==> src/rtl/cwg_pkg.sv <==
// ----------------------------------------------------------------------------
// cwg_pkg
// Shared types and codes for the convolution weight-gradient block.
// ----------------------------------------------------------------------------
`default_nettype none

package cwg_pkg;

  // Item command codes
  localparam logic [1:0] CMD_LOAD_ACT  = 2'd0;
  localparam logic [1:0] CMD_LOAD_GRAD = 2'd1;
  localparam logic [1:0] CMD_COMPUTE   = 2'd2;

  // Configuration register indexes
  localparam logic [2:0] REG_IN_ROWS      = 3'd0;
  localparam logic [2:0] REG_IN_COLS      = 3'd1;
  localparam logic [2:0] REG_KERNEL_ROWS  = 3'd2;
  localparam logic [2:0] REG_KERNEL_COLS  = 3'd3;
  localparam logic [2:0] REG_IN_CHANNELS  = 3'd4;
  localparam logic [2:0] REG_OUT_CHANNELS = 3'd5;
  localparam logic [2:0] REG_PADDING      = 3'd6;

  // Result status codes
  localparam logic STAT_OK  = 1'b0;
  localparam logic STAT_ERR = 1'b1;

  // Geometry as seen by the control logic
  typedef struct packed {
    logic        ok;
    logic        settled;
    logic [6:0]  in_rows;
    logic [6:0]  in_cols;
    logic [4:0]  kernel_rows;
    logic [4:0]  kernel_cols;
    logic [4:0]  in_channels;
    logic [4:0]  out_channels;
    logic [3:0]  padding;
    logic [7:0]  out_rows;
    logic [7:0]  out_cols;
    logic [13:0] act_map;
    logic [15:0] grad_map;
  } geo_t;

endpackage

`default_nettype wire

==> src/rtl/cwg_geom.sv <==
// ----------------------------------------------------------------------------
// cwg_geom
// Configuration registers and a three-stage geometry check.
// ----------------------------------------------------------------------------
`default_nettype none

module cwg_geom #(
  parameter int ACT_DEPTH    = 4096,
  parameter int GRAD_DEPTH   = 4096,
  parameter int MAX_DIM      = 64,
  parameter int MAX_CHANNELS = 16
) (
  input  wire logic       clk,
  input  wire logic       rst_n,
  input  wire logic       cfg_valid,
  output logic            cfg_ready,
  input  wire logic [2:0] cfg_index,
  input  wire logic [6:0] cfg_data,
  output cwg_pkg::geo_t   geo
);

  logic [6:0]  in_rows_r, in_cols_r;
  logic [4:0]  kr_r, kc_r, ich_r, och_r;
  logic [3:0]  pad_r;
  logic [1:0]  settle_r;

  logic [7:0]  pr, pc;
  logic        base_ok;
  logic [7:0]  orows_r, ocols_r;
  logic [13:0] act_map_r;
  logic        ok1_r, ok2_r, ok_r;
  logic [18:0] act_tot_r;
  logic [15:0] grad_map_r;
  logic [20:0] grad_tot;

  assign cfg_ready = 1'b1;

  // register file; a write restarts the settle count
  always_ff @(posedge clk) begin
    if (!rst_n) begin
      in_rows_r <= 7'd8;
      in_cols_r <= 7'd8;
      kr_r      <= 5'd3;
      kc_r      <= 5'd3;
      ich_r     <= 5'd1;
      och_r     <= 5'd1;
      pad_r     <= 4'd0;
      settle_r  <= 2'd3;
    end else begin
      if (cfg_valid) begin
        settle_r <= 2'd3;
        case (cfg_index)
          cwg_pkg::REG_IN_ROWS:      in_rows_r <= cfg_data;
          cwg_pkg::REG_IN_COLS:      in_cols_r <= cfg_data;
          cwg_pkg::REG_KERNEL_ROWS:  kr_r      <= cfg_data[4:0];
          cwg_pkg::REG_KERNEL_COLS:  kc_r      <= cfg_data[4:0];
          cwg_pkg::REG_IN_CHANNELS:  ich_r     <= cfg_data[4:0];
          cwg_pkg::REG_OUT_CHANNELS: och_r     <= cfg_data[4:0];
          cwg_pkg::REG_PADDING:      pad_r     <= cfg_data[3:0];
          default: ;
        endcase
      end else if (settle_r != 2'd0) begin
        settle_r <= settle_r - 2'd1;
      end
    end
  end

  // stage 1: padded size, output size, range checks, input map size
  assign pr = {1'b0, in_rows_r} + {3'b0, pad_r, 1'b0};
  assign pc = {1'b0, in_cols_r} + {3'b0, pad_r, 1'b0};
  assign base_ok = (in_rows_r != 7'd0) && (32'(in_rows_r) <= 32'(MAX_DIM)) &&
                   (in_cols_r != 7'd0) && (32'(in_cols_r) <= 32'(MAX_DIM)) &&
                   (kr_r != 5'd0) && (kc_r != 5'd0) &&
                   (ich_r != 5'd0) && (32'(ich_r) <= 32'(MAX_CHANNELS)) &&
                   (och_r != 5'd0) && (32'(och_r) <= 32'(MAX_CHANNELS)) &&
                   ({3'b0, kr_r} <= pr) && ({3'b0, kc_r} <= pc);

  always_ff @(posedge clk) begin
    orows_r   <= pr - {3'b0, kr_r} + 8'd1;
    ocols_r   <= pc - {3'b0, kc_r} + 8'd1;
    act_map_r <= 14'(in_rows_r * in_cols_r);
    ok1_r     <= base_ok;
    // stage 2: input channel total and output map size
    act_tot_r  <= 19'(ich_r * act_map_r);
    grad_map_r <= 16'(orows_r * ocols_r);
    ok2_r      <= ok1_r;
    // stage 3: output channel total and store fit
    ok_r <= ok2_r && (32'(act_tot_r) <= 32'(ACT_DEPTH)) &&
            (32'(grad_tot) <= 32'(GRAD_DEPTH));
  end

  assign grad_tot = 21'(och_r * grad_map_r);

  always_comb begin
    geo.ok           = ok_r;
    geo.settled      = (settle_r == 2'd0);
    geo.in_rows      = in_rows_r;
    geo.in_cols      = in_cols_r;
    geo.kernel_rows  = kr_r;
    geo.kernel_cols  = kc_r;
    geo.in_channels  = ich_r;
    geo.out_channels = och_r;
    geo.padding      = pad_r;
    geo.out_rows     = orows_r;
    geo.out_cols     = ocols_r;
    geo.act_map      = act_map_r;
    geo.grad_map     = grad_map_r;
  end

endmodule

`default_nettype wire

==> config.mk <==
export PLATFORM = sky130hd
export DESIGN_NAME = cwg_geom
export DESIGN_NICKNAME = d
export VERILOG_FILES = /design/src/rtl/cwg_pkg.sv /design/src/rtl/cwg_geom.sv
export SDC_FILE = /design/constraint.sdc
export NUM_CORES = 1
export LEC_CHECK = 0
export BUFFER_PORTS_ARGS = -buffer_cell sky130_fd_sc_hd__buf_4
export CAP_MARGIN = 20
export CORE_MARGIN = 2
export CORE_UTILIZATION = 43
export CTS_CLUSTER_SIZE = 16
export DETAILED_ROUTE_END_ITERATION = 7
export HOLD_SLACK_MARGIN = 0.1
export PLACE_DENSITY = 0.71
export SYNTH_ARGS = -nofsm -noshare
export SYNTH_HDL_FRONTEND = slang
export SYNTH_SLANG_ARGS = --single-unit
==> constraint.sdc <==
create_clock -name clk -period 5.5 [get_ports clk]
set_input_delay 1.1 -clock clk [delete_from_list [all_inputs] [get_ports clk]]
set_output_delay 1.1 -clock clk [all_outputs]
set_load 0.02 [all_outputs]
==> reports/qor.yml <==
timing:
  finalCriticalPeriod_ns: 4.590
  fin_worst_skew_ns: 0.01274
  finalMaxSlewViolations: 0
  max_clock_freq_ghz: 0.2178
  tns_ns: 0
  maxSlewHeadroom: 0.2494
  worstMarginPinSlew_ns: 1.117
  rsz0062_at_grt: "false"
  finalSetupViolations: 0
  finalHoldWorstSlack_ns: 0.3484
  finalHoldViolCount: 0
  fin_crit_sh: 0.8346
detailed_routing:
  wl_um: 26260
  ant_nets: 0
  drc: 0
  drt-initial-drc-count: 444
  vias: 9188
  wl_per_cell_um: 14.57
  drtPass1Iterations: 4
  viasPerCell: 5.099
cts:
  root_buffer: "clkbuf_16"
  htreeDepth: 3
  hold_buffers: 0
  cts_resized: 0
  cts_buffers: 9
  cts.sinks: 108
  clock_path_buffers: 2
  clkLatencyLatePin_ns: 0.36
  path_clk_slew_ns: 0.08
  tritoncts: "built"
  cts_setup_buffers: 0
floorplan:
  die_area_um2: 29710
  core_um2: 27860
  num_io_pins: 100
  start_util: 0.4376
  die_w_um: 172.4
  placementRows: 61
  die_y_um: 172.4
final_layout:
  stdcell_count: 1802
  n_antenna_cell: 0
  drive_gt1_frac: 0.09059
  fin_area_um2: 13590
  final_common_cell: "inv_1"
  syn_to_final_growth_pct: 11.47
  final_cell_mix: "195 x inv_1, 167 x ha_1, 159 x nand2_1"
  final_nets: 1741
logic_synthesis:
  synth_edf_count: 0
  ys_seq_elements: 108
  synthArstFlopShare: 0
  yosysWarnings: 0
  synth_area_um2: 12190
  synthFlopType: "dfxtp_1"
  synthCells: 1344
  ys_seq_area_frac: 0.1773
  syn_avg_cell_area_um2: 9.071
  syn-num-nets: 1666
  synthDistinctLibCells: 62
flow_run:
  max_cap_viol_count: 0
worst_setup_path:
  worstPathRequired_ns: 5.77
  crit_start: "och_r[4]"
  max_stage_delay_ns: 0.76
  path_class: "flip-flop to flip-flop"
  critPathCaptureType: "flip-flop"
  cp_top_family: "adder cells"
  rr_startpoint: "och_r[4]"
  critPathLaunchType: "flip-flop"
  crit_chain: "nand2_1, fa_1, fa_1, inv_1, fa_1, ha_1, nand2_2, nor3_2, nand2_1, o221a_2, o21ai_2, mux2i_1, nor4_1, nor4b_2"
  crit_top_cell: "fa_1"
  cp.depth: 14
  crit_end: "ok_r"
  r2r_cells: 14
  cp_max_fo: 19
  r2r_end: "ok_r"
  crit_path_top_delay_cell: "dfxtp_1"
  ff2ff_setup_slack_ns: 0.91
  path_buf_inv: 1
  arrival_ns: 4.86
power:
  p_comb_frac: 0.472
  p_per_area_nw_per_um2: 244.2
  intPower_mw: 1.954
  vdd_drop_max_v: 0.0001464
  power_frac_seq: 0.319
  clockPowerShare: 0.208
  p_leak_nw: 7.030
  p_sw_mw: 1.365
  finalPower_mw: 3.319
  switching_share: 0.4114
global_routing:
  grt_start_max_net_pins: 40
  grt_pass1_vias: 9274
  grt_antenna_before_repair: 0
  grt_use_total: 0.1858
  grt_overflow_total: 0
  grt_pass1_wl_um: 44650
placement:
  io_buffers: 98
  place.gp.congestion: 0.8538
  hpwl_um: 21180
  dp_cells: 1786
  placed_area_um2: 13270
outcome:
  outcome: "finished clean"
hold_path:
  hp-class: "flip-flop to flip-flop"
-- routing by layer --
metal / global-route usage / part of all wire / up-vias
li1: - / - / 4448
met1: 0.2501 / 0.46 / 4503
met2: 0.3186 / 0.49 / 210
met3: 0.02472 / 0.044 / 27
met4: 0.04019 / 0.011 / 0
met5: 0 / 0 / -
-- cell type report --
class / instances / area [um2]
Inverter: 195 / 732.0
Clock buffer: 9 / 225.2
Fill cell: 2660 / 14270
Timing Repair Buffer: 99 / 743.2
Clock inverter: 7 / 97.59
Sequential cell: 108 / 2162
Multi-Input combinational cell: 1006 / 9158
Tap cell: 378 / 473.0
-- cells by family (layout without fill, tap and decap cells) --
family,after synthesis,after routing,share of synthesized area
XOR/XNOR,65,65,0.04670
buffers and inverters,230,310,0.07153
flip-flops,108,108,0.1773
other,1,1,0.0003076
AND/OR/NAND/NOR,437,437,0.1857
multiplexers,33,33,0.02730
adder cells (fa/ha/maj),309,309,0.4046
AO/OA/AOI/OAI,161,161,0.08662
-- per-stage QoR --
stage,util,worst slack (ns)
6_report,0.4879,0.9096
5_1_grt,0.4879,0.5395
4_1_cts,0.4879,0.8982
3_5_place_dp,0.4763,0.9551
3_3_place_gp,0.4763,1.098
2_1_floorplan,-,1.095
-- Yosys cell counts, types with 3 or more instances --
cell type | count | area share
a211oi_1 | 6 | 0.0037
a21boi_0 | 8 | 0.0049
a21o_1 | 26 | 0.016
a21oi_1 | 47 | 0.019
a31oi_1 | 6 | 0.0031
and2_1 | 146 | 0.075
and3_1 | 3 | 0.0015
clkbuf_1 | 31 | 0.0095
dfxtp_1 | 108 | 0.18
fa_1 | 142 | 0.23
ha_1 | 167 | 0.17
inv_1 | 195 | 0.060
mux2i_1 | 31 | 0.025
nand2_1 | 159 | 0.049
nand2b_1 | 8 | 0.0041
nand3_1 | 7 | 0.0029
nand4_1 | 5 | 0.0026
nand4b_1 | 4 | 0.0029
nor2_1 | 35 | 0.011
nor2b_1 | 31 | 0.016
nor3_1 | 14 | 0.0057
nor4_1 | 9 | 0.0046
o21a_1 | 3 | 0.0018
o21ai_0 | 26 | 0.011
o21bai_1 | 12 | 0.0074
or3_1 | 3 | 0.0015
or4_1 | 3 | 0.0018
xnor2_1 | 40 | 0.029
xor2_1 | 25 | 0.018
-- power by group through the flow --
stage / sequential [mW] / clock [mW] / combinational, mW
after floorplan: 1.07 / 0 / 1.14
after global placement: 1.07 / 0 / 1.54
after detailed placement: 1.07 / 0 / 1.58
after CTS: 1.06 / 0.709 / 1.59
after global routing: 1.07 / 0.736 / 1.79
final: 1.06 / 0.691 / 1.57
-- sequential cells by signal (all words and copies together), names as in the netlist --
signal	flops
in_rows_r	7
pad_r	4
act_map_r	14
orows_r	8
och_r	5
ich_r	5
kc_r	5
in_cols_r	7
ok2_r	1
grad_map_r	16
ok1_r	1
ocols_r	8
act_tot_r	19
kr_r	5
ok_r	1
settle_r	2
-- worst min-delay path by stage --
stage          start  endpoint  slack, ns  cells after the start
2_1_floorplan  ok1_r     ok2_r       0.31                      0
3_3_place_gp   ok1_r     ok2_r       0.32                      0
3_5_place_dp   ok1_r     ok2_r       0.33                      0
4_1_cts        ok1_r     ok2_r       0.36                      0
5_1_grt        ok1_r     ok2_r       0.37                      0
6_report       ok1_r     ok2_r       0.35                      0
No activity file was read; power rests on OpenSTA's default activity.
