### src/rtl/cwg_mac.sv
// ----------------------------------------------------------------------------
// cwg_mac
// Registered multiply, 64-bit accumulate and saturation to ACC_WIDTH bits.
// ----------------------------------------------------------------------------
`default_nettype none

module cwg_mac #(
  parameter int ACC_WIDTH = 48
) (
  input  wire logic               clk,
  input  wire logic               rst_n,
  input  wire logic               clear,
  input  wire logic               vld,
  input  wire logic signed [15:0] a,
  input  wire logic signed [15:0] b,
  output logic             [47:0] sum
);

  localparam logic signed [63:0] HI = (64'sd1 <<< (ACC_WIDTH - 1)) - 64'sd1;
  localparam logic signed [63:0] LO = -HI - 64'sd1;

  logic signed [31:0] prod_r;
  logic               pv_r;
  logic signed [63:0] acc_r;
  logic signed [63:0] sat;

  // product stage then accumulate
  always_ff @(posedge clk) begin
    prod_r <= a * b;
    if (!rst_n || clear) begin
      pv_r  <= 1'b0;
      acc_r <= '0;
    end else begin
      pv_r <= vld;
      if (pv_r) begin
        acc_r <= acc_r + 64'(prod_r);
      end
    end
  end

  always_comb begin
    if (acc_r > HI) begin
      sat = HI;
    end else if (acc_r < LO) begin
      sat = LO;
    end else begin
      sat = acc_r;
    end
  end

  assign sum = sat[47:0];

endmodule

`default_nettype wire
### config.mk
export PLATFORM = sky130hd
export DESIGN_NAME = cwg_mac
export DESIGN_NICKNAME = d
export VERILOG_FILES = /design/src/rtl/cwg_mac.sv
export SDC_FILE = /design/constraint.sdc
export NUM_CORES = 1
export LEC_CHECK = 0
export ABC_CLOCK_PERIOD_IN_PS = 9200
export BUFFER_PORTS_ARGS = -buffer_cell sky130_fd_sc_hd__buf_2
export CORE_MARGIN = 1.5
export CORE_UTILIZATION = 40
export CTS_BUF_LIST = sky130_fd_sc_hd__clkbuf_2
export CTS_CLUSTER_SIZE = 20
export DETAILED_ROUTE_END_ITERATION = 10
export PLACE_DENSITY = 0.58
export SLEW_MARGIN = 25
export SYNTH_ARGS = -nofsm -noshare
export SYNTH_HDL_FRONTEND = slang
export SYNTH_SLANG_ARGS = --single-unit
### constraint.sdc
create_clock -name clk -period 9.2 [get_ports clk]
set_clock_uncertainty 0.2 [all_clocks]
set_input_delay 1.38 -clock clk [delete_from_list [all_inputs] [get_ports clk]]
set_output_delay 1.38 -clock clk [all_outputs]
set_load 0.05 [all_outputs]
==> impl_results.md, run 1 <==
- Post-Synth Simple-Gate Area: 0.1773
- CTS tree: yes
- Crit path kind: input port to flip-flop
- DRC: 0
- Total Routing Usage GR: 0.2047
- Largest net degree at the start of global routing: between 50 and 60
- Post-synth EDFFs: 0
- Global routing's busiest layer: met2
- Layout cells sized above 1: 0.06605
- Met1 usage: 0.2832
- Tcrit/Tclk final: 0.8339
- Clk pin slew, worst setup/hold paths: ~0.28 ns
- Slowest stage delay, CP: between 0.5 and 0.6 ns
- Routed wire length: ~43000 um
- Most frequent CP cell: fa_1
- Crit end category: flip-flop
- Run status: finished, final reports clean
- Cts bufs inserted: 9
- Core ar.: 42040 um2
- Num ports: 84
- Syn-to-layout area delta: 5.647%
- DR vias: around 13k
- Hold-fix buffers, CTS: 0
- Starting Density: 0.4058
- Worst EP required: 9.51 ns
- Post-Syn Area: 17060 um2
- Crit Path Max Fanout: 14
- Antenna violations before repair: 1
- Max clock buf depth: 2
- Avg WL per Cell: 16.61 um
- I/O Buffers: 83
- Commonest cells post-synth: inv_1, nand2_1, fa_1
- Clock root cell: clkbuf_2
- TNS Setup: 0 ns
- Share of the synthesized area in the top cell type: 0.3086
- Final #Nets: between 2k and 2.5k
- Area leader, netlist: fa_1
- Setup crit start kind: input port
- YS warnings: 0
- Total clock sinks: between 90 and 100
- Worst slew margin relative to its limit: 0.3570
- Post CTS Setup Buffer Count: 0
- Clk_lat worst skew: around 0.65 ns
- Max Cap Viol: 0
- Die W: roughly 210 um
- Met3 usage: 0.02050
- Die H: roughly 210 um
- Crit-path cells: buf_2, inv_1, nor2_1, fa_1, fa_1, fa_1, fa_1, fa_1, inv_1, fa_1, inv_1, ha_1, and3_1, and2_4, a2111oi_1, a21oi_1, a41oi_2, o21a_2, o21ai_2, or4_1, a31oi_2, o21ai_1, xnor2_1
- Largest family of logic cells by synthesized area: adder cells
- Synthesis-stage register bit count: slightly below 100
- Post-route ant nets: 0
- Compound-cell area share of the yosys netlist: 0.1257
- Final max-slew violation count: 0
- Multiplexer share of the synthesized area: 0.02229
- Synth Instances: between 2k and 2.5k
- # setup viols final: 0
- Post-Synth XOR/XNOR Area: 0.04723
- Fin. Hold Viols: 0
- Die ar.: between 40000 and 50000 um2
- Number of DRC markers in iteration 0: 770
- Via/cell ratio: 5.175
- Ys async rst share: 0
- Synth area leaders: fa_1, dfxtp_1, ha_1
- Post-DP HPWL: approximately 35000 um
- Slew @ Worst Pin: ~0.96 ns
- Syn Nets: between 2k and 2.5k
- RSZ-0062 raised after global routing: no
- Top-count cell post-synth: inv_1
- Adder-Cell Fraction of Synth Area: 0.4149
- Tightest Hold Check Type: flip-flop to flip-flop
- Arrival time worst endpoint: between 7 and 8 ns
- Post-CTS sizing: 0
- Number of core rows: 75
- Routability cong.: 0.8897
- M2 GR Usage: 0.3466
- Drt pass-1 iters: 6
- First-pass GRT wire length: 72000 um
- Clock period minus worst slack: 7.672 ns
- H-tree depth: 3
- Fmax: between 100 and 150 MHz
- Synth Area per Inst: 8.376 um2
- Netlist cell types: slightly above 80
- Synth Flop Type: dfxtp_1
- GRT Residual Overflow: 0
- Number of global-route vias before repair: between 10k and 15k
- Hold WS: between 0.3 and 0.4 ns
- CP max-delay cell: fa_1
- Register area share after synthesis: 0.1138
==> final cells by class <==
type	count	area, um2
antenna	2	5.005
clock inverter	4	67.56
inverter	357	1340
clock buffer	12	60.06
sequential	97	1943
multi-input combinational	1498	13460
fill	4279	24020
tap	539	674.4
timing repair buffer	91	475.5
==> state kept, by name, indices dropped and copies added, names as in the netlist <==
register,count
acc_r,64
prod_r,32
pv_r,1
==> layout by cell type, fill, tap and decap left out, drive strengths merged, types with 5 or more instances in the layout <==
cell type / instances
inv: 357
nand2: 268
fa: 263
ha: 145
and2: 132
nor2: 112
a21oi: 102
dfxtp: 97
buf: 91
o21ai: 69
xnor2: 61
a21o: 46
mux2i: 38
xor2: 31
nand3: 27
nand4: 22
nand2b: 17
o21bai: 16
nor3: 15
o21a: 13
a31oi: 13
clkbuf: 12
a211oi: 11
nor2b: 10
and3: 10
o211ai: 6
o31ai: 6
or3: 5
a21boi: 5
or4: 5
==> worst paths after layout <==
path	startpoint	endpoint	slack (ns)	cells past startpoint
setup / recovery	b[15]	prod_r[31]$_DFF_P_	1.53	23
hold / removal	acc_r[41]$_SDFFE_PP0P_	acc_r[41]$_SDFFE_PP0P_	0.31	2
setup reg to reg	acc_r[0]$_SDFFE_PP0P_	acc_r[62]$_SDFFE_PP0P_	5.18	14
hold reg to reg	acc_r[41]$_SDFFE_PP0P_	acc_r[41]$_SDFFE_PP0P_	0.31	2
==> worst max-delay path: cells and delay by family <==
family          cells  cell delay (ns)
xor+xnor            1             0.12
fa+ha+maj           7             3.58
simple gates        4             0.96
buf+inv             4             0.67
compound gates      7             1.28
==> logic make-up after synthesis <==
| kind of cell | count (synthesis) |
|---|---|
| flip-flops | 97 |
| AO/OA/AOI/OAI | 325 |
| buffers and inverters | 442 |
| multiplexers | 38 |
| AND/OR/NAND/NOR | 635 |
| adder cells (fa/ha/maj) | 408 |
| XOR/XNOR | 92 |
==> through the flow <==
| step | cell area, um2 | cells | utilization | setup WS [ns] |
|---|---|---|---|---|
| after floorplan | 17060 | 2037 | - | 1.431 |
| after global placement | 17890 | 2582 | 0.4256 | 1.087 |
| after detailed placement | 17890 | 2582 | 0.4256 | 0.9452 |
| after CTS | 18020 | 2598 | 0.4286 | 1.627 |
| after global routing | 18020 | 2599 | 0.4287 | 1.284 |
| final | 18020 | 2600 | 0.4288 | 1.528 |
==> layer usage <==
layer / up-vias / wire length (um)
met4: 0 / 688
met5: - / 0
met2: 282 / 20290
met3: 54 / 1930
li1: 6494 / -
met1: 6625 / 20260
Power of run 1 is left out: the tool's default activity adds up to more than one toggle a clock period on the data nets, which glitch-free logic cannot reach.
==> run 2, diff against run 1 <==
--- a/config.mk
+++ b/config.mk
@@ -5,14 +5,14 @@
 export SDC_FILE = /design/constraint.sdc
 export NUM_CORES = 1
 export LEC_CHECK = 0
-export ABC_CLOCK_PERIOD_IN_PS = 9200
+export ABC_CLOCK_PERIOD_IN_PS = 6700
 export BUFFER_PORTS_ARGS = -buffer_cell sky130_fd_sc_hd__buf_2
 export CORE_MARGIN = 1.5
 export CORE_UTILIZATION = 40
 export CTS_BUF_LIST = sky130_fd_sc_hd__clkbuf_2
 export CTS_CLUSTER_SIZE = 20
 export DETAILED_ROUTE_END_ITERATION = 10
-export PLACE_DENSITY = 0.58
+export PLACE_DENSITY = 0.6
 export SLEW_MARGIN = 25
 export SYNTH_ARGS = -nofsm -noshare
 export SYNTH_HDL_FRONTEND = slang
==> constraint.sdc (replaced) <==
create_clock -name clk -period 6.7 [get_ports clk]
set_clock_uncertainty 0.2 [all_clocks]
set_input_delay 1.005 -clock clk [delete_from_list [all_inputs] [get_ports clk]]
set_output_delay 1.005 -clock clk [all_outputs]
set_load 0.05 [all_outputs]
==> run 2 against run 1 <==
  * Clock-buffer cell count shrank 3
  * Die area is the same
  * Worst hold slack lost 0.047 ns
  * Register-to-register slack lost 2.8 ns
  * Sequential share of layout area shrank 0.69 points
==> impl_results.md, run 2 (synthesis results as in run 1) <==
- Run status: finished, final reports clean (unchanged)
- Post-route ant nets: 0 (unchanged)
- Num ports: 84 (unchanged)
- R2R Path Start: prod_r[31]$_DFF_P_ (was acc_r[0]$_SDFFE_PP0P_)
- Clk pin slew, worst setup/hold paths: 0.33 ns (was 0.28 ns)
- Post-CTS sizing: 0 (unchanged)
- Core ar.: 42040 um2 (unchanged)
- Cts bufs inserted: 9 (unchanged)
- Clk_lat worst skew: 0.71 ns (was 0.65 ns)
- Routed wire length: 42260 um (was 43180 um)
- Reg-to-reg slack, setup: 2.38 ns (was 5.18 ns)
- Setup crit end: prod_r[31]$_DFF_P_ (unchanged)
- Crit path kind: input port to flip-flop (unchanged)
- Final non-filler cell total: 2728 (was 2600)
- Post CTS Setup Buffer Count: 0 (unchanged)
- Die H: 209.5 um (unchanged)
- Most common cell after layout, fill and taps aside: inv_1 (unchanged)
- Setup crit start kind: input port (unchanged)
- Antenna violations before repair: 1 (unchanged)
- Drt pass-1 iters: 5 (was 6)
- Clock period minus worst slack: 6.472 ns
- H-tree depth: 3 (unchanged)
- Fin. Hold Viols: 0 (unchanged)
- CTS tree: yes (unchanged)
- Die W: 209.5 um (unchanged)
- Via/cell ratio: 5.051 (was 5.175)
- M2 GR Usage: 0.3399 (was 0.3466)
- # setup viols final: 0 (unchanged)
- Tightest Hold Check Type: input port to flip-flop (was flip-flop to flip-flop)
- Crit Path Max Fanout: 6 (was 14)
- Max clock buf depth: 2 (unchanged)
- Cells on worst reg2reg path: 13 (was 14)
- Final Util: 0.4582 (was 0.4288)
- Hold-fix buffers, CTS: 0 (unchanged)
- Routability cong.: 0.9174 (was 0.8897)
- Starting Density: 0.4058 (unchanged)
- DR vias: 13.78k (was 13.46k)
- Total Routing Usage GR: 0.1985 (was 0.2047)
- Clock root cell: clkbuf_2 (unchanged)
- Met1 usage: 0.2690 (was 0.2832)
- Final #Nets: 2626 (was 2498)
- Biggest register: acc_r (unchanged)
- Top Registers: acc_r (64), prod_r (32), pv_r (1) (unchanged)
- Worst EP required: 7.09 ns (was 9.51 ns)
- Largest net degree at the start of global routing: 53 (unchanged)
- Most frequent cells in the layout: inv_1, nand2_1, fa_1 (unchanged)
- Global routing's busiest layer: met2 (unchanged)
- Post-DP HPWL: 35740 um (was 34740 um)
- DP Cell Count: 2710 (was 2582)
- I/O Buffers: 83 (unchanged)
- Total clock sinks: 97 (unchanged)
- FF-to-FF End: acc_r[63]$_SDFFE_PP0P_ (was acc_r[62]$_SDFFE_PP0P_)
- Fmax: 154.5 MHz
- Number of DRC markers in iteration 0: 591 (was 770)
- Final max-slew violation count: 0 (unchanged)
- DRC: 0 (unchanged)
- Layout cells sized above 1: 0.1427 (was 0.06605)
- First-pass GRT wire length: 71170 um (was 72000 um)
- Number of core rows: 75 (unchanged)
- Tcrit/Tclk final: 0.9660
- Met3 usage: 0.01960 (was 0.02050)
- Worst slew margin relative to its limit: 0.4111 (was 0.3570)
- Syn-to-layout area delta: 12.91% (was 5.647%)
- Arrival time worst endpoint: 6.86 ns (was 7.98 ns)
- Crit path launch: a[3] (was b[15])
- GRT Residual Overflow: 0 (unchanged)
- Max reg flops: 64 (unchanged)
- Number of global-route vias before repair: 14.42k (was 13.87k)
- RSZ-0062 raised after global routing: yes (was no)
- Crit end category: flip-flop (unchanged)
- Max Cap Viol: 0 (unchanged)
- Die ar.: 43900 um2 (unchanged)
- Slew @ Worst Pin: 0.8834 ns (was 0.9635 ns)
- Avg WL per Cell: 15.49 um (was 16.61 um)
## run 2: cell count changes in the layout (fill, tap and decap cells not counted), moves of 7 or more
cell and delta:
and2_1 -8, and2_4 +8, buf_2 -10, buf_4 +130, clkbuf_4 +7, fa_1 -7
fa_2 +7, ha_1 -11, ha_4 +9, inv_1 -9, inv_2 +9
## run 2: routing by layer
metal | wire [um] | part of all wire | vias up
met5 | 0 | 0 | -
met4 | 835 | 0.020 | 0
met3 | 1354 | 0.032 | 59
met2 | 19620 | 0.46 | 238
met1 | 20450 | 0.48 | 6728
li1 | - | - | 6754
## run 2: worst min path at each step
stage | start | to | slack (ns) | cells past startpoint
floorplan | acc_r[39]$_SDFFE_PP0P_ | acc_r[39]$_SDFFE_PP0P_ | 0.25 | 2
global placement | acc_r[60]$_SDFFE_PP0P_ | acc_r[60]$_SDFFE_PP0P_ | 0.27 | 2
detailed placement | acc_r[60]$_SDFFE_PP0P_ | acc_r[60]$_SDFFE_PP0P_ | 0.28 | 2
CTS | vld | pv_r$_SDFF_PP0_ | 0.22 | 2
global route | vld | pv_r$_SDFF_PP0_ | 0.24 | 2
finish | vld | pv_r$_SDFF_PP0_ | 0.26 | 2
## run 2: cell type report
class,instances,area (um2)
diodes,2,5.005
clock buffers,9,45.04
clock inverters,7,83.83
fillers,4230,22780
inverters,357,1340
multi-input cells,1498,13700
flip-flops and latches,97,1943
well taps,539,674.4
repair buffers,219,1474
## run 2: through the flow
| step | worst slack, ns | instance area, um2 | TNS, ns | hold slack, ns |
|---|---|---|---|---|
| floorplan | -0.2507 | 17370 | -0.4862 | 0.2506 |
| global placement | -0.5285 | 19070 | -2.483 | 0.2730 |
| detailed placement | -0.6153 | 19070 | -2.918 | 0.2798 |
| CTS | 0.1500 | 19200 | 0 | 0.2161 |
| global route | -0.01091 | 19260 | -0.01091 | 0.2416 |
| finish | 0.2276 | 19260 | 0 | 0.2588 |
## run 2: critical path: stages
cell and delay, ns:
buf_2 0.14, buf_4 0.16, and2_1 0.17, fa_1 0.50, fa_1 0.53, fa_1 0.58
fa_1 0.43, fa_1 0.49, inv_1 0.05, fa_1 0.52, inv_1 0.06, ha_4 0.21
and3_4 0.16, and2_4 0.14, a2111oi_4 0.27, a21oi_1 0.08, a41oi_2 0.20, o21a_2 0.17
o21ai_2 0.06, or4_1 0.49, a31oi_2 0.20, o21ai_1 0.09, xnor2_1 0.13
Power of run 2 is left out for the same reason.
==> run 3, diff against run 2 <==
--- a/config.mk
+++ b/config.mk
@@ -5,14 +5,14 @@
 export SDC_FILE = /design/constraint.sdc
 export NUM_CORES = 1
 export LEC_CHECK = 0
-export ABC_CLOCK_PERIOD_IN_PS = 6700
+export ABC_CLOCK_PERIOD_IN_PS = 8380
 export BUFFER_PORTS_ARGS = -buffer_cell sky130_fd_sc_hd__buf_2
 export CORE_MARGIN = 1.5
 export CORE_UTILIZATION = 40
 export CTS_BUF_LIST = sky130_fd_sc_hd__clkbuf_2
 export CTS_CLUSTER_SIZE = 20
 export DETAILED_ROUTE_END_ITERATION = 10
-export PLACE_DENSITY = 0.6
+export PLACE_DENSITY = 0.58
 export SLEW_MARGIN = 25
 export SYNTH_ARGS = -nofsm -noshare
 export SYNTH_HDL_FRONTEND = slang
==> constraint.sdc (replaced) <==
create_clock -name clk -period 8.38 [get_ports clk]
set_clock_uncertainty 0.2 [all_clocks]
set_input_delay 1.257 -clock clk [delete_from_list [all_inputs] [get_ports clk]]
set_output_delay 1.257 -clock clk [all_outputs]
set_load 0.05 [all_outputs]
==> run 3 against run 2 <==
  * Non-clock buffer count is 122 lower
  * Die area is the same
  * Global-route usage grew 0.76 points
  * Sequential share of layout area up 0.69 points
  * Critical path depth grew 2
  * Final area is 6.4% lower
  * Routed wire length is 1.8% higher
  * Cell count shrank 4.5%
  * Worst hold slack better by 0.044 ns
  * Setup slack improved by 0.63 ns
  * Sequential cell count unchanged
  * Critical endpoint unchanged
  * Highest routed layer unchanged
==> impl_results.md, run 3 (synthesis results as in run 1) <==
- Total clock sinks: 97 (unchanged)
- Die W: 209.5 um (unchanged)
- WP buf/inv: 6 (was 4)
- Arrival time worst endpoint: 7.81 ns (was 6.86 ns)
- Number of core rows: 75 (unchanged)
- CP max-delay cell: fa_1 (unchanged)
- Final max-slew violation count: 0 (unchanged)
- Clock root cell: clkbuf_2 (unchanged)
- Routability cong.: 0.8764 (was 0.9174)
- Fmax: 133.0 MHz
- Tcrit/Tclk final: 0.8974
- Avg WL per Cell: 16.52 um (was 15.49 um)
- Worst slew margin relative to its limit: 0.3607 (was 0.4111)
- DRC: 0 (unchanged)
- CTS tree: yes (unchanged)
- RSZ-0062 raised after global routing: no (was yes)
- Clk pin slew, worst setup/hold paths: 0.27 ns (was 0.33 ns)
- Post-DP HPWL: 34930 um (was 35740 um)
- Worst EP required: 8.67 ns (was 7.09 ns)
- Crit path kind: input port to flip-flop (unchanged)
- Slowest stage delay, CP: 0.57 ns (was 0.58 ns)
- Crit Path Max Fanout: 16 (was 6)
- Fin. Hold Viols: 0 (unchanged)
- Hold-fix buffers, CTS: 0 (unchanged)
- Slew @ Worst Pin: 0.9579 ns (was 0.8834 ns)
- DR vias: 13.39k (was 13.78k)
- Post-CTS sizing: 0 (unchanged)
- Num ports: 84 (unchanged)
- Largest net degree at the start of global routing: 53 (unchanged)
- Post CTS Setup Buffer Count: 0 (unchanged)
- I/O Buffers: 83 (unchanged)
- Drt pass-1 iters: 5 (unchanged)
- H-tree depth: 3 (unchanged)
- Syn-to-layout area delta: 5.720% (was 12.91%)
- Die H: 209.5 um (unchanged)
- TNS Setup: 0 ns (unchanged)
- Most frequent CP cell: fa_1 (unchanged)
- First-pass GRT wire length: 72970 um (was 71170 um)
- Max Cap Viol: 0 (unchanged)
- Clk_lat worst skew: 0.64 ns (was 0.71 ns)
- Max clock buf depth: 2 (unchanged)
- Tightest Hold Check Type: flip-flop to flip-flop (was input port to flip-flop)
- Layout cells sized above 1: 0.06831 (was 0.1427)
- Max reg flops: 64 (unchanged)
- Most frequent cells in the layout: inv_1, nand2_1, fa_1 (unchanged)
- Total Routing Usage GR: 0.2061 (was 0.1985)
- Core ar.: 42040 um2 (unchanged)
- Cts bufs inserted: 9 (unchanged)
- Final #Nets: 2504 (was 2626)
- Top Registers: acc_r (64), prod_r (32), pv_r (1) (unchanged)
- Clock period minus worst slack: between 7 and 8 ns
- Routed wire length: 43020 um (was 42260 um)
- Antenna violations before repair: 1 (unchanged)
- # setup viols final: 0 (unchanged)
- Most common cell after layout, fill and taps aside: inv_1 (unchanged)
- Biggest register: acc_r (unchanged)
- Crit path max-delay family: adder cells (unchanged)
- Run status: finished, final reports clean (unchanged)
- Number of DRC markers in iteration 0: 708 (was 591)
- Die ar.: 43900 um2 (unchanged)
- Starting Density: 0.4058 (unchanged)
- Post-route ant nets: 0 (unchanged)
- Crit end category: flip-flop (unchanged)
- Number of global-route vias before repair: 14.16k (was 14.42k)
- GRT Residual Overflow: 0 (unchanged)
- Via/cell ratio: 5.141 (was 5.051)
- Setup crit start kind: input port (unchanged)
-- run 3: changes by cell type in the layout (fill, tap and decap cells not counted), moves of 7 or more --
cell	change
buf_4	-124
ha_1	+11
buf_2	+10
ha_4	-9
inv_1	+9
inv_2	-9
and2_1	+8
and2_4	-8
clkbuf_4	-7
fa_1	+7
fa_2	-7
-- run 3: final cells by class --
cell class / count / area, um2
timing repair buffer: 97 / 520.5
fill: 4294 / 24000
clock inverter: 5 / 47.55
tap: 539 / 674.4
antenna: 1 / 2.502
inverter: 357 / 1340
sequential: 97 / 1943
multi-input combinational: 1498 / 13460
clock buffer: 10 / 50.05
-- run 3: routing by layer --
layer | routed length [um] | share of wire | track usage | vias up
li1 | - | - | - | 6501
met1 | 20550 | 0.48 | 0.2821 | 6584
met2 | 20140 | 0.47 | 0.3514 | 261
met3 | 1656 | 0.038 | 0.02200 | 41
met4 | 682 | 0.016 | 0.04738 | 0
met5 | 0 | 0 | 0 | -
-- run 3: metrics by stage --
stage,instances,setup WS (ns),hold WS [ns],util,instance area (um2)
6_report,2604,0.8595,0.3027,0.4290,18040
5_1_grt,2604,0.4849,0.3404,0.4290,18040
4_1_cts,2603,0.9409,0.3088,0.4290,18030
3_5_place_dp,2588,0.2736,0.2794,0.4267,17940
3_3_place_gp,2588,0.3637,0.2716,0.4267,17940
2_1_floorplan,2037,0.7339,0.2506,-,17060
-- run 3: worst paths after layout --
| path | start | end | slack (ns) | cells after the start |
|---|---|---|---|---|
| min reg2reg | acc_r[41]$_SDFFE_PP0P_ | acc_r[41]$_SDFFE_PP0P_ | 0.30 | 2 |
| max | a[15] | prod_r[31]$_DFF_P_ | 0.86 | 25 |
| max reg2reg | acc_r[0]$_SDFFE_PP0P_ | acc_r[62]$_SDFFE_PP0P_ | 4.36 | 14 |
| min | acc_r[41]$_SDFFE_PP0P_ | acc_r[41]$_SDFFE_PP0P_ | 0.30 | 2 |
-- run 3: tightest hold or removal path, stage by stage, from the launching register on --
cell     delay, ns
dfxtp_1       0.39
nand2_1       0.05
o21ai_0       0.06
Power of run 3 is left out for the same reason.
